**src/race_timer_controller_unit_assert.svh**
```systemverilog
// assertion macros shared by the race timer controller rtl
`ifndef RACE_TIMER_CONTROLLER_UNIT_ASSERT_SVH
`define RACE_TIMER_CONTROLLER_UNIT_ASSERT_SVH

// same-cycle implication, checked outside reset
`define RTC_ASSERT_NOW(label, clk, rst_n, ante, cons) \
    label: assert property (@(posedge clk) disable iff (!rst_n) (ante) |-> (cons)) \
        else $error("rtc assertion failed");

// next-cycle implication, checked outside reset
`define RTC_ASSERT_NEXT(label, clk, rst_n, ante, cons) \
    label: assert property (@(posedge clk) disable iff (!rst_n) (ante) |=> (cons)) \
        else $error("rtc assertion failed");

`endif

```
**src/rtc_pkg.sv**
```systemverilog
// types, constants and codes of the race timer controller
`default_nettype none

package rtc_pkg;

    // sample and hold counter widths
    localparam int SAMPLE_BITS = 10;
    localparam int HOLD_BITS   = 16;

    // debounce counter, saturating
    localparam int STABLE_BITS = 9;

    // time base
    localparam int MS_BITS        = 7;
    localparam int MS_PER_TENTH   = 100;
    localparam int TENTH_CNT_BITS = 9;
    localparam int PROD_BITS      = SAMPLE_BITS + 8;

    // configuration
    localparam int CFG_DATA_BITS  = 16;
    localparam int CFG_INDEX_BITS = 2;

    typedef enum logic [CFG_INDEX_BITS-1:0] {
        CFG_DEBOUNCE      = 2'd0,
        CFG_LONG_PRESS    = 2'd1,
        CFG_LIGHT_RISE    = 2'd2,
        CFG_DISPLAY_DELAY = 2'd3
    } cfg_index_t;

    localparam logic [7:0]  DEBOUNCE_RST      = 8'd50;
    localparam logic [15:0] LONG_PRESS_RST    = 16'd2000;
    localparam logic [6:0]  LIGHT_RISE_RST    = 7'd10;
    localparam logic [7:0]  DISPLAY_DELAY_RST = 8'd20;

    typedef enum logic [1:0] {
        LAMP_OFF   = 2'd0,
        LAMP_GREEN = 2'd1,
        LAMP_RED   = 2'd2
    } lamp_t;

    typedef enum logic [2:0] {
        EV_NONE     = 3'd0,
        EV_STARTED  = 3'd1,
        EV_FINISHED = 3'd2,
        EV_ABORTED  = 3'd3,
        EV_CLEAR    = 3'd4
    } event_t;

    typedef struct packed {
        logic [6:0] minutes;
        logic [5:0] seconds;
        logic [3:0] tenths;
    } digits_t;

    localparam digits_t DIGITS_MAX = '{minutes: 7'd99, seconds: 6'd59, tenths: 4'd9};

    typedef struct packed {
        logic button_level;
        logic [SAMPLE_BITS-1:0] light_sample;
    } item_t;

    typedef struct packed {
        logic       race_running;
        logic [6:0] minutes;
        logic [5:0] seconds;
        logic [3:0] tenths;
        logic       show_time;
        logic [1:0] lamp;
        logic [2:0] event_res;
    } result_t;

    // control from the race logic to the time base
    typedef struct packed {
        logic commit;
        logic run;
        logic restart;
    } time_ctrl_t;

    // time after the committed tick
    typedef struct packed {
        digits_t digits;
        logic [TENTH_CNT_BITS-1:0] tenth_count;
    } time_stat_t;

endpackage

`default_nettype wire

```
**src/rtc_time_base.sv**
```systemverilog
// millisecond time base with minute, second and tenth digits
`default_nettype none
`include "race_timer_controller_unit_assert.svh"

module rtc_time_base
    import rtc_pkg::*;
(
    input  wire logic       clk,
    input  wire logic       rst_n,
    input  wire time_ctrl_t ctrl,
    output time_stat_t      stat_next
);

    logic [MS_BITS-1:0]        ms_reg;
    logic [MS_BITS-1:0]        ms_next;
    digits_t                   digits_reg;
    digits_t                   digits_next;
    logic [TENTH_CNT_BITS-1:0] count_reg;
    logic [TENTH_CNT_BITS-1:0] count_next;
    digits_t                   rolled;
    logic                      saturated;
    logic                      tenth_wrap;

    // one millisecond step, holding at the top value
    always_comb
    begin
        saturated  = (digits_reg == DIGITS_MAX);
        tenth_wrap = (ms_reg == MS_BITS'(MS_PER_TENTH - 1));
        rolled     = digits_reg;
        if (digits_reg.tenths == 4'd9)
        begin
            rolled.tenths = 4'd0;
            if (digits_reg.seconds == 6'd59)
            begin
                rolled.seconds = 6'd0;
                rolled.minutes = digits_reg.minutes + 7'd1;
            end
            else
            begin
                rolled.seconds = digits_reg.seconds + 6'd1;
            end
        end
        else
        begin
            rolled.tenths = digits_reg.tenths + 4'd1;
        end

        ms_next     = ms_reg;
        digits_next = digits_reg;
        count_next  = count_reg;
        if (ctrl.restart)
        begin
            ms_next     = '0;
            digits_next = '0;
            count_next  = '0;
        end
        else if (ctrl.run && !saturated)
        begin
            if (tenth_wrap)
            begin
                ms_next     = '0;
                digits_next = rolled;
                if (!(&count_reg))
                begin
                    count_next = count_reg + TENTH_CNT_BITS'(1);
                end
            end
            else
            begin
                ms_next = ms_reg + MS_BITS'(1);
            end
        end
    end

    assign stat_next.digits      = digits_next;
    assign stat_next.tenth_count = count_next;

    // time registers move on each committed tick
    always_ff @(posedge clk or negedge rst_n)
    begin
        if (!rst_n)
        begin
            ms_reg     <= '0;
            digits_reg <= '0;
            count_reg  <= '0;
        end
        else if (ctrl.commit)
        begin
            ms_reg     <= ms_next;
            digits_reg <= digits_next;
            count_reg  <= count_next;
        end
    end

    `RTC_ASSERT_NOW(a_digits_range, clk, rst_n, 1'b1,
        digits_reg.tenths <= 4'd9 && digits_reg.seconds <= 6'd59)
    `RTC_ASSERT_NEXT(a_hold_at_top, clk, rst_n,
        ctrl.commit && !ctrl.restart && saturated, digits_reg == DIGITS_MAX)
    `RTC_ASSERT_NEXT(a_restart_clears, clk, rst_n, ctrl.commit && ctrl.restart,
        ms_reg == '0 && digits_reg == '0 && count_reg == '0)

endmodule

`default_nettype wire

```
**src/race_timer_controller_unit.sv**
```systemverilog
// top level of the race timer controller
`default_nettype none
`include "race_timer_controller_unit_assert.svh"

// Race timer controller: one item per millisecond tick carries the raw button
// level and a light sample, and each item gives exactly one result with the
// race flag, the elapsed time, the display flag, the lamp and an event code.
// An item passes an input register, is evaluated in one pass against the
// race state, and lands in the result register, from which its result is
// offered; one item is taken every cycle as long as results are taken;
// while a result waits, the input register can still take
// one item. Configuration writes (debounce, long press, light rise percent,
// display delay) take effect at once and belong where no transfer is in flight.
module race_timer_controller_unit
    import rtc_pkg::*;
(
    input  wire logic                      clk,
    input  wire logic                      rst_n,
    input  wire logic                      cfg_we,
    input  wire logic [CFG_INDEX_BITS-1:0] cfg_index,
    input  wire logic [CFG_DATA_BITS-1:0]  cfg_data,
    input  wire logic                      item_valid,
    output logic                           item_ready,
    input  wire item_t                     item,
    output logic                           result_valid,
    input  wire logic                      result_ready,
    output result_t                        result
);

    // configuration registers
    logic [7:0]  debounce_reg;
    logic [15:0] long_press_reg;
    logic [6:0]  light_rise_reg;
    logic [7:0]  display_delay_reg;

    // pipeline registers
    logic    item_valid_reg;
    item_t   item_reg;
    logic    result_valid_reg;
    result_t result_reg;
    logic    advance;
    logic    commit;

    // race state
    logic                   last_level_reg;
    logic [STABLE_BITS-1:0] stable_reg;
    logic                   press_reg;
    logic                   long_seen_reg;
    logic [HOLD_BITS-1:0]   hold_reg;
    logic                   timing_reg;
    logic [SAMPLE_BITS-1:0] start_light_reg;
    lamp_t                  lamp_reg;

    logic [STABLE_BITS-1:0] stable_next;
    logic                   press_next;
    logic                   long_seen_next;
    logic [HOLD_BITS-1:0]   hold_next;
    logic                   timing_next;
    logic [SAMPLE_BITS-1:0] start_light_next;
    lamp_t                  lamp_next;
    event_t                 event_next;
    result_t                result_next;

    logic                   act;
    logic                   start;
    logic                   light_done;
    logic [SAMPLE_BITS-1:0] rise;
    logic [PROD_BITS-1:0]   rise_scaled;
    logic [PROD_BITS-1:0]   limit_scaled;
    time_ctrl_t             time_ctrl;
    time_stat_t             time_next;

    // configuration writes
    always_ff @(posedge clk or negedge rst_n)
    begin
        if (!rst_n)
        begin
            debounce_reg      <= DEBOUNCE_RST;
            long_press_reg    <= LONG_PRESS_RST;
            light_rise_reg    <= LIGHT_RISE_RST;
            display_delay_reg <= DISPLAY_DELAY_RST;
        end
        else if (cfg_we)
        begin
            unique case (cfg_index_t'(cfg_index))
                CFG_DEBOUNCE:      debounce_reg      <= cfg_data[7:0];
                CFG_LONG_PRESS:    long_press_reg    <= cfg_data[15:0];
                CFG_LIGHT_RISE:    light_rise_reg    <= cfg_data[6:0];
                CFG_DISPLAY_DELAY: display_delay_reg <= cfg_data[7:0];
                default:           debounce_reg      <= debounce_reg;
            endcase
        end
    end

    // handshake: the input register empties when the result register is free
    assign advance      = !result_valid_reg || result_ready;
    assign commit       = item_valid_reg && advance;
    assign item_ready   = !item_valid_reg || advance;
    assign result_valid = result_valid_reg;
    assign result       = result_reg;

    // light rise test against the latched start sample
    always_comb
    begin
        rise         = item_reg.light_sample - start_light_reg;
        rise_scaled  = PROD_BITS'(rise) * PROD_BITS'(100);
        limit_scaled = (PROD_BITS'(light_rise_reg) + PROD_BITS'(1))
                       * PROD_BITS'(start_light_reg);
        if (start_light_reg == '0)
        begin
            light_done = (item_reg.light_sample != '0);
        end
        else
        begin
            light_done = (item_reg.light_sample > start_light_reg)
                         && (rise_scaled >= limit_scaled);
        end
    end

    // debounce and button decisions for the tick in the input register
    always_comb
    begin
        if (item_reg.button_level != last_level_reg)
        begin
            stable_next = '0;
        end
        else if (!(&stable_reg))
        begin
            stable_next = stable_reg + STABLE_BITS'(1);
        end
        else
        begin
            stable_next = stable_reg;
        end
        act = (stable_next > STABLE_BITS'(debounce_reg));

        press_next       = press_reg;
        long_seen_next   = long_seen_reg;
        hold_next        = hold_reg;
        timing_next      = timing_reg;
        start_light_next = start_light_reg;
        lamp_next        = lamp_reg;
        event_next       = EV_NONE;
        start            = 1'b0;

        if (act)
        begin
            if (item_reg.button_level)
            begin
                if (!press_reg)
                begin
                    press_next     = 1'b1;
                    long_seen_next = 1'b0;
                    hold_next      = '0;
                end
                else
                begin
                    if (!(&hold_reg))
                    begin
                        hold_next = hold_reg + HOLD_BITS'(1);
                    end
                    if (!long_seen_reg && (32'(hold_next) > 32'(long_press_reg)))
                    begin
                        long_seen_next = 1'b1;
                        if (timing_reg)
                        begin
                            timing_next = 1'b0;
                            lamp_next   = LAMP_RED;
                            event_next  = EV_ABORTED;
                        end
                        else
                        begin
                            event_next = EV_CLEAR;
                        end
                    end
                end
            end
            else
            begin
                if (press_reg)
                begin
                    press_next = 1'b0;
                    if (!timing_reg && !long_seen_reg)
                    begin
                        start            = 1'b1;
                        timing_next      = 1'b1;
                        start_light_next = item_reg.light_sample;
                        lamp_next        = LAMP_GREEN;
                        event_next       = EV_STARTED;
                    end
                end
                // a race that has just started cannot finish on the same tick
                if (timing_reg && light_done)
                begin
                    timing_next = 1'b0;
                    lamp_next   = LAMP_RED;
                    event_next  = EV_FINISHED;
                end
            end
        end
    end

    // time base
    assign time_ctrl.commit  = commit;
    assign time_ctrl.run     = timing_reg;
    assign time_ctrl.restart = start;

    rtc_time_base u_time_base (
        .clk       (clk),
        .rst_n     (rst_n),
        .ctrl      (time_ctrl),
        .stat_next (time_next)
    );

    // result assembly
    always_comb
    begin
        result_next.race_running = timing_next;
        result_next.minutes      = time_next.digits.minutes;
        result_next.seconds      = time_next.digits.seconds;
        result_next.tenths       = time_next.digits.tenths;
        result_next.show_time    = timing_next
            && (time_next.tenth_count > TENTH_CNT_BITS'(display_delay_reg));
        result_next.lamp         = lamp_next;
        result_next.event_res    = event_next;
    end

    // input register
    always_ff @(posedge clk or negedge rst_n)
    begin
        if (!rst_n)
        begin
            item_valid_reg <= 1'b0;
        end
        else if (item_ready)
        begin
            item_valid_reg <= item_valid;
        end
    end

    always_ff @(posedge clk)
    begin
        if (item_valid && item_ready)
        begin
            item_reg <= item;
        end
    end

    // result register
    always_ff @(posedge clk or negedge rst_n)
    begin
        if (!rst_n)
        begin
            result_valid_reg <= 1'b0;
        end
        else if (advance)
        begin
            result_valid_reg <= commit;
        end
    end

    always_ff @(posedge clk)
    begin
        if (commit)
        begin
            result_reg <= result_next;
        end
    end

    // race state moves with each committed tick
    always_ff @(posedge clk or negedge rst_n)
    begin
        if (!rst_n)
        begin
            last_level_reg  <= 1'b0;
            stable_reg      <= '0;
            press_reg       <= 1'b0;
            long_seen_reg   <= 1'b0;
            hold_reg        <= '0;
            timing_reg      <= 1'b0;
            start_light_reg <= '0;
            lamp_reg        <= LAMP_OFF;
        end
        else if (commit)
        begin
            last_level_reg  <= item_reg.button_level;
            stable_reg      <= stable_next;
            press_reg       <= press_next;
            long_seen_reg   <= long_seen_next;
            hold_reg        <= hold_next;
            timing_reg      <= timing_next;
            start_light_reg <= start_light_next;
            lamp_reg        <= lamp_next;
        end
    end

    `RTC_ASSERT_NOW(a_start_runs, clk, rst_n,
        result_valid_reg && result_reg.event_res == EV_STARTED,
        result_reg.race_running && result_reg.lamp == LAMP_GREEN)
    `RTC_ASSERT_NOW(a_stop_red, clk, rst_n,
        result_valid_reg && (result_reg.event_res == EV_FINISHED
                             || result_reg.event_res == EV_ABORTED),
        !result_reg.race_running && result_reg.lamp == LAMP_RED)
    `RTC_ASSERT_NEXT(a_item_kept, clk, rst_n,
        item_valid_reg && !advance, item_valid_reg && $stable(item_reg))

endmodule

`default_nettype wire
```
**config.mk**
```make
export PLATFORM = sky130hd
export DESIGN_NAME = race_timer_controller_unit
export DESIGN_NICKNAME = d
export VERILOG_FILES = /design/src/rtc_pkg.sv /design/src/rtc_time_base.sv /design/src/race_timer_controller_unit.sv
export VERILOG_INCLUDE_DIRS = /design/src /design/src/src
export SDC_FILE = /design/constraint.sdc
export NUM_CORES = 1
export LEC_CHECK = 0
export ABC_CLOCK_PERIOD_IN_PS = 5900
export BUFFER_PORTS_ARGS = -buffer_cell sky130_fd_sc_hd__buf_2
export CORE_UTILIZATION = 57
export DETAILED_ROUTE_END_ITERATION = 16
export PLACE_DENSITY = 0.88
export SLEW_MARGIN = 10
export SYNTH_ARGS = -nofsm -noshare
export SYNTH_HDL_FRONTEND = slang
export SYNTH_SLANG_ARGS = --single-unit
```
**constraint.sdc**
```tcl
create_clock -name clk -period 5.9 [get_ports clk]
set_input_delay 0.295 -clock clk [delete_from_list [all_inputs] [get_ports clk]]
set_output_delay 0.295 -clock clk [all_outputs]
set_load 0.05 [all_outputs]
```
# Yosys cells after proc, flatten, opt, wreduce, memory -nomap -nowiden
# Cells that the tools add are included.
[totals]
register_bits = 150
inputBits = 34
word_cells = 136
[classes]
add_sub_neg = 9
n_mul = 2
order_cmp = 5
eq_ne = 9
muxes = 51
bitwise_logic = 1
n_reduce_logical = 31
[op_table]
columns = ["op", "n"]
rows = [
  ["16-bit two-way mux", 5],
  ["9-bit two-way mux", 6],
  ["17-bit two-way mux", 3],
  ["7-bit two-way mux", 4],
  ["9-bit by 1-bit adder with 9-bit output, second input constant", 2],
  ["17-bit by 18-bit >= comparator with 1-bit output", 1],
  ["9-bit by 8-bit > comparator with 1-bit output", 2],
  ["8-bit by 10-bit multiplier with 18-bit output", 1],
  ["9-bit AND reduction", 2],
  ["17-bit == test, second input constant", 1],
  ["1-bit two-way mux", 17],
  ["16-bit by 1-bit adder with 16-bit output, second input constant", 1],
  ["16-bit > comparator", 1],
  ["2-bit two-way mux", 8],
  ["16-bit AND reduction", 1],
  ["10-bit by 5-bit multiplier with 15-bit output, second input constant", 1],
  ["3-bit two-way mux", 5],
  ["7-bit by 1-bit adder with 7-bit output, second input constant", 2],
  ["13-bit two-way mux", 1],
  ["2-bit AND reduction", 6],
  ["10-bit > comparator", 1],
  ["10-bit zero test", 1],
  ["10-bit nonzero test", 1],
  ["10-bit subtractor", 1],
  ["21 further kinds", 34],
]

# Longest topological paths before layout
# Gate-level depths: netlist of run 1.
[depth]
depth_word = 12
mapped_depth = 29
mapped_depth_nobuf = 29

# Modules after synthesis
# A second synthesis of run 1 with hierarchy kept.
[hier_totals]
hier_cells = 1345
area_unflattened_um2 = 12704.7
[by_module_without_submodules]
columns = ["module", "instances", "cells_per_inst", "area_per_inst_um2"]
rows = [
  ["race_timer_controller_unit", 1, 1050, 10176.0],
  ["rtc_time_base", 1, 295, 2528.7],
]

# Least setup slack after synthesis of run 1
# Ideal clock, no wire load.
[synth_path]
kind = "register to register"
from = "register light_rise_reg[1]"
to = "register result_reg, in the netlist result[1], data pin"
arrival_time_ps = 6123
required_ps = 5641
slack_ps = -482
path_stages_with_launch = 28
period_less_slack_ps = 6382
cell_sequence = "dfstp_2 > ha_1 > nand3_1 > xor2_1 > nor2_1 > fa_1 > inv_1 > fa_1 > inv_1 > fa_1 > inv_1 > fa_1 > inv_1 > ha_1 > a21o_1 > a21oi_1 > o31ai_2 > a21o_1 > a21oi_1 > xor2_1 > ha_1 > a21o_1 > a21oi_1 > o21ai_0 > a211oi_1 > a21oi_1 > and4b_1 > or2_1"
[synth_via]
elab_chain_len = 8
[synth_lines]
columns = ["item", "line_no", "source"]
rows = [
  ["start, declared", "race_timer_controller_unit.sv:33", "logic [6:0] light_rise_reg;"],
  ["start signal, assigned", "race_timer_controller_unit.sv:88", "CFG_LIGHT_RISE: light_rise_reg <= cfg_data[6:0];"],
  ["7-bit by 1-bit adder with 8-bit output", "race_timer_controller_unit.sv:107", "limit_scaled = (PROD_BITS'(light_rise_reg) + PROD_BITS'(1))"],
  ["8-bit by 10-bit multiplier with 18-bit output", "race_timer_controller_unit.sv:108", "* PROD_BITS'(start_light_reg);"],
  ["17-bit by 18-bit >= comparator with 1-bit output", "race_timer_controller_unit.sv:116", "&& (rise_scaled >= limit_scaled);"],
  ["1-bit logical AND", "race_timer_controller_unit.sv:116", ""],
  ["1-bit two-way mux", "race_timer_controller_unit.sv:109", "if (start_light_reg == '0)"],
  ["1-bit logical AND", "race_timer_controller_unit.sv:193", "if (timing_reg && light_done)"],
  ["3-bit two-way mux", "race_timer_controller_unit.sv:193", ""],
  ["3-bit two-way mux", "race_timer_controller_unit.sv:148", "if (item_reg.button_level)"],
  ["end signal, assigned", "race_timer_controller_unit.sv:266", "result_reg <= result_next;"],
  ["end, declared", "race_timer_controller_unit.sv:40", "result_t result_reg;"],
]
# No other way between the ends.
# A chain may end at the register's enable or synchronous reset.

# Worst setup path after layout of run 1
[layout_path]
from = "register light_rise_reg[1]"
to = "register result_reg, in the netlist result[3], data pin"
[layout_via]
elab_chain_len = 9
[layout_lines]
columns = ["item", "line_no", "source"]
rows = [
  ["7-bit by 1-bit adder with 8-bit output", "race_timer_controller_unit.sv:107", ""],
  ["8-bit by 10-bit multiplier with 18-bit output", "race_timer_controller_unit.sv:108", ""],
  ["17-bit by 18-bit >= comparator with 1-bit output", "race_timer_controller_unit.sv:116", ""],
  ["1-bit logical AND", "race_timer_controller_unit.sv:116", ""],
  ["1-bit two-way mux", "race_timer_controller_unit.sv:109", ""],
  ["1-bit logical AND", "race_timer_controller_unit.sv:193", ""],
  ["2-bit two-way mux", "race_timer_controller_unit.sv:193", ""],
  ["2-bit two-way mux", "race_timer_controller_unit.sv:148", ""],
  ["2-bit two-way mux", "race_timer_controller_unit.sv:146", "if (act)"],
  ["net lamp_next[0]", "race_timer_controller_unit.sv:60", "lamp_t lamp_next;"],
]
# The timed path passes the listed nets, and every way through them passes these cells.

==> impl_metrics.csv, run 1 <==
group,metric,value,unit
grt,grt_pass1_vias,10900,
routing,first_iter_violations,862,
synth,synth_seq_cells,150,
synth,synth_top_area_share,0.207,
synth,synth_ff_type,"dfrtp_1",
die,die_x,149,µm
synth,synth_edf_count,35,
routing,avgRoutedWirePerCell,18.7,µm
clocking,cts_sinks,150,
clocking,cts_tree,"done",
synth,ys_seq_area_frac,0.319,
grt,grt_pass1_wl,53400,µm
critical_path,critPathCaptureType,"flip-flop",
timing,min_period,6.35,ns
timing,slew_viol_final,0,
final_layout,drive_gt1_frac,0.239,
hold_path,min_to,"item_reg[7]",
outcome,status,"finished, violations left",
placed_design,gp_congestion,0.934,
synth,synth_area,0.0124,mm²
routing,viasPerCell,6.05,
grt,grt_usage,0.308,
grt,grt_overflow,0,
synth,yosysWarnings,0,
critical_path,slowest_stage,"dfstp_2",
final_layout,largest_reg_flops,24,
timing,clock.fmax,0.157,GHz
synth,syn_nets,1544,
final_layout,syn_to_final_growth,20.4,%
synth,yosysMostFrequentCell,"nand2_1",
critical_path,cpMostUsedCell,"fa_1",
timing,setup_slack,-0.450,ns
clocking,cts.clk_slew.worst_paths,0.07,ns
critical_path,cp.required,6.18,ns
timing,hold_viol_final,0,
synth,synthTopCellsByArea,"dfrtp_1, ha_1, fa_1, edfxtp_1, nand2_1",
run,drv_cap,0,
critical_path,critical_path_class,"reg2reg",
placed_design,hpwl,23400,µm
critical_path,max_stage_delay,0.59,ns
clocking,htree_levels,4,
routing,drtAntennaViolNets,0,
critical_path,r2r_end,"result[3]",
timing,grt_setup_unrepaired,"true",
routing,dr.pass1.iters,5,
clocking,clockRootBuffer,"clkbuf_16",
placed_design,placedInstanceArea,0.0139,mm²
synth,netlist_instances,1320,
routing,drc,0,
critical_path,critPathBufInv,3,
critical_path,worstPathMaxFanout,6,
critical_path,r2r_slack,-0.45,ns
critical_path,worstPathArrival,6.63,ns
synth,synth.top_cells.by_count,"nand2_1, inv_1, ha_1",
die,pin_count,60,
critical_path,crit_family,"adder cells",
grt,grt_max_degree,62,
timing,fin_crit_sh,1.08,
synth,synth_cell_type_count,86,
placed_design,placement.io_buffers,59,
critical_path,r2r_cells,26,
final_layout,post-route-util,0.703,
critical_path,reg2reg_from,"light_rise_reg[1]",
timing,maxSlewHeadroom,0.363,
timing,setup_viol,8,
critical_path,cp.depth,26,
hold_path,worstHoldStart,"item[7]",
final_layout,fin_nets,1711,
timing,worstMarginPinSlew,0.952,ns
final_layout,num_antenna_cells,0,
critical_path,start_kind,"flip-flop",
outcome,violations,"setup timing",
die,die_area,0.0223,mm²
synth,yosysTopAreaCell,"dfrtp_1",
synth,syn_avg_cell_area,9.36,µm²
clocking,numCtsBuffers,17,
routing,num_vias,10700,
routing,routed_wirelength,33200,µm
die,core_area,0.0212,mm²
die,rows,53,
die,die_y,149,µm
clocking,clk_latency,0.44,ns
grt,grt_antenna_before_repair,0,
hold_path,hold_depth,1,
synth,synthArstFlopShare,0.767,
final_layout,postLayoutCellArea,0.0149,mm²
die,start_util,0.584,
clocking,clk_path_buf_depth,2,
hold_path,hold_class,"in2reg",
timing,skew,0.0123,ns
stage by stage:
| stage | hold slack, ns | TNS [ns] | worst slack, ns | cells |
|---|---|---|---|---|
| 2_1_floorplan | -0.000591 | -0.115 | -0.115 | 1320 |
| 3_3_place_gp | 0.423 | -2.42 | -0.431 | 1729 |
| 3_5_place_dp | 0.413 | -3.18 | -0.513 | 1729 |
| 4_1_cts | 0.0261 | -2.06 | -0.341 | 1774 |
| 5_1_grt | 0.0224 | -4.32 | -0.610 | 1775 |
| 6_report | 0.0261 | -3.05 | -0.450 | 1775 |
metal layers:
metal  global-route usage  part of all wire  up-vias
met5                    0                 0        -
met4                0.161             0.045        0
met3               0.0474             0.062      122
met2                0.523              0.50      504
met1                0.377              0.40     5191
li1                     -                 -     4923
how the worst max path moves through the flow:
stage                 startpoint         to  slack, ns
6_report       light_rise_reg[1]  result[3]      -0.45
3_5_place_dp   light_rise_reg[1]  result[1]      -0.51
4_1_cts        light_rise_reg[1]  result[3]      -0.34
5_1_grt        light_rise_reg[1]  result[1]      -0.61
2_1_floorplan  light_rise_reg[3]  result[1]      -0.12
3_3_place_gp   light_rise_reg[1]  result[1]      -0.43
worst register-to-register path, delay by kind of cell (launching register included):
kind	cells	cell delay (ns)
AOI/OAI and AO/OA	10	1.39
xor gates and xnor gates	2	0.46
adders and majority gates	7	2.83
buffers and inverters	3	0.26
DFF	1	0.59
and+or+nand+nor	4	0.67
logic make-up (layout without fill, tap and decap cells):
kind of cell / after synthesis / after routing / synth area share
buffers and inverters: 184 / 364 / 0.0577
AOI/OAI and AO/OA: 258 / 258 / 0.139
DFF: 150 / 150 / 0.319
muxes: 41 / 41 / 0.0369
adders and majority gates: 190 / 190 / 0.225
xor gates and xnor gates: 61 / 61 / 0.0433
and+or+nand+nor: 436 / 436 / 0.179
what timing repair did:
action,CTS,global route
setup buffers,12,1
gates resized for setup,36,13
endpoints found under the setup margin,8,8
pin swaps,30,12
hold endpoints to repair,47,0
hold buffers,1,0
placed cells by master (no fill, tap or decap), types with 29 or more instances in the layout:
master and count:
a21oi_1 52, buf_2 58, buf_4 113, dfrtp_1 102, edfxtp_1 35, fa_1 51, ha_1 125, inv_1 146
mux2_2 36, nand2_1 154, nand3_1 29, nor2_1 73, o21ai_0 65, xor2_1 32
cell type report:
type,instances,area (µm²)
inverter,154,578
multi-input combinational,986,8180
timing repair buffer,178,1230
fill,1401,6290
tap,275,344
clock inverter,14,161
sequential,150,3950
clock buffer,18,429
Power of run 1 is not shown: default switching activity piles up to over one toggle a cycle in this logic, so the estimate is an artifact.
==> run 2, diff against run 1 <==
--- a/config.mk
+++ b/config.mk
@@ -8,9 +8,12 @@
 export LEC_CHECK = 0
 export ABC_CLOCK_PERIOD_IN_PS = 5900
 export BUFFER_PORTS_ARGS = -buffer_cell sky130_fd_sc_hd__buf_2
-export CORE_UTILIZATION = 57
+export CELL_PAD_IN_SITES_DETAIL_PLACEMENT = 1
+export CELL_PAD_IN_SITES_GLOBAL_PLACEMENT = 2
+export CORE_ASPECT_RATIO = 0.5
+export CORE_UTILIZATION = 37
 export DETAILED_ROUTE_END_ITERATION = 16
-export PLACE_DENSITY = 0.88
+export PLACE_DENSITY = 0.89
 export SLEW_MARGIN = 10
 export SYNTH_ARGS = -nofsm -noshare
 export SYNTH_HDL_FRONTEND = slang
==> run 2 against run 1 <==
Design area increased by 0.66%. Critical path depth decreased by 1. Flip-flop and latch count unchanged. Largest cell class unchanged. Core utilization decreased by 24 points. Cell count increased by 8.7%. Global-route usage decreased by 9.9 points. The flow still finishes with violations (setup timing). Via count decreased by 6.0%.
==> impl_metrics.csv, run 2 (synthesized netlist as in run 1, its figures left out) <==
group,metric,value,unit
critical_path,cpMostUsedCell,"fa_1",
timing,fin_crit_sh,1.08,
grt,grt_pass1_wl,57600,µm
critical_path,r2r_cells,25,
clocking,cts_sinks,150,
placed_design,gp_congestion,0.870,
clocking,htree_levels,4,
final_layout,syn_to_final_growth,21.2,%
hold_path,worstHoldStart,"item[1]",
outcome,status,"finished, violations left",
clocking,cts_tree,"done",
timing,min_period,6.36,ns
clocking,clockRootBuffer,"clkbuf_16",
die,core_area,0.0322,mm²
routing,routed_wirelength,34100,µm
clocking,numCtsBuffers,17,
routing,viasPerCell,5.23,
timing,hold_viol_final,0,
critical_path,max_stage_delay,0.57,ns
timing,worstMarginPinSlew,0.934,ns
final_layout,drive_gt1_frac,0.229,
final_layout,layout.cells.non_filler,1930,
die,die_area,0.0342,mm²
die,start_util,0.383,
critical_path,critPathBufInv,2,
timing,finalSetupTns,-3.37,ns
clocking,clk_path_buf_depth,2,
die,rows,46,
grt,grt_max_degree,59,
timing,whs,0.0308,ns
timing,grt_setup_unrepaired,"true",
placed_design,hpwl,27200,µm
critical_path,crit_family,"adder cells",
critical_path,r2r_slack,-0.46,ns
critical_path,slowest_stage,"dfstp_2",
timing,skew,0.0141,ns
critical_path,critPathCaptureType,"flip-flop",
routing,dr.pass1.iters,4,
routing,first_iter_violations,439,
final_layout,final_cell_mix,"nand2_1, inv_1, ha_1, buf_4, dfrtp_1",
critical_path,critical_path_class,"reg2reg",
grt,grt_overflow,0,
timing,maxSlewHeadroom,0.377,
grt,grt_antenna_before_repair,0,
timing,slew_viol_final,0,
run,drv_cap,0,
final_layout,fin_nets,1709,
critical_path,worstPathArrival,6.55,ns
hold_path,hold_depth,1,
timing,setup_slack,-0.462,ns
final_layout,largest_reg_flops,24,
placed_design,placement.io_buffers,59,
routing,drtAntennaViolNets,0,
die,die_y,131,µm
routing,num_vias,10100,
placed_design,dp_cells,1886,
clocking,cts.clk_slew.worst_paths,0.07,ns
outcome,violations,"setup timing",
critical_path,cp.depth,25,
timing,clock.fmax,0.157,GHz
timing,setup_viol,8,
final_layout,layout_commonest_cell,"nand2_1",
routing,drc,0,
hold_path,hold_class,"in2reg",
final_layout,num_antenna_cells,0,
die,die_x,260,µm
critical_path,worstPathMaxFanout,6,
critical_path,worstSetupStartpoint,"light_rise_reg[1]",
final_layout,fillers,3685,
critical_path,crit_end,"result[1]",
critical_path,reg2reg_from,"light_rise_reg[1]",
critical_path,cp.required,6.09,ns
critical_path,r2r_end,"result[1]",
grt,grt_pass1_vias,11200,
die,pin_count,60,
critical_path,start_kind,"flip-flop",
routing,avgRoutedWirePerCell,17.7,µm
clocking,clk_latency,0.44,ns
grt,grt_usage,0.209,
-- run 2: cell type report --
type | count | area (µm²) | area share
Inverter | 154 | 578 | 0.0386
Clock buffer | 17 | 425 | 0.0284
Timing Repair Buffer | 176 | 1230 | 0.0820
Tap cell | 432 | 541 | 0.0361
Sequential cell | 150 | 3950 | 0.264
Multi-Input combinational cell | 986 | 8080 | 0.540
Clock inverter | 15 | 174 | 0.0116
-- run 2: what timing repair did --
item,in CTS,in global routing
hold buffers,1,0
endpoints found under the setup margin,8,8
resized for setup,17,14
buffers inserted,9,2
endpoints found under the hold margin,54,0
pin swaps,15,11
-- run 2: how the worst min path moves through the flow --
stage / end / slack, ns
global route: item_reg[1] / 0.003
finish: item_reg[1] / 0.03
CTS: item_reg[1] / 0.01
global placement: hold_reg[9] / 0.43
detailed placement: hold_reg[9] / 0.43
floorplan: debounce_reg[0] / -0.0006
-- run 2: per-layer routing --
layer / GRT usage / share of wire / up-vias
met1: 0.257 / 0.44 / 5073
met2: 0.380 / 0.52 / 93
met5: 0 / 0 / -
met4: 0.0526 / 0.013 / 0
met3: 0.0303 / 0.023 / 28
li1: - / - / 4899
-- run 2: stage by stage --
step	utilization	area, µm²	worst slack [ns]
final	0.464	15000	-0.462
after global routing	0.464	15000	-0.742
after CTS	0.462	14900	-0.445
after floorplan	-	12600	-0.115
after global placement	0.439	14100	-0.460
after detailed placement	0.439	14100	-0.669
Power of run 2 is left out for the same reason.
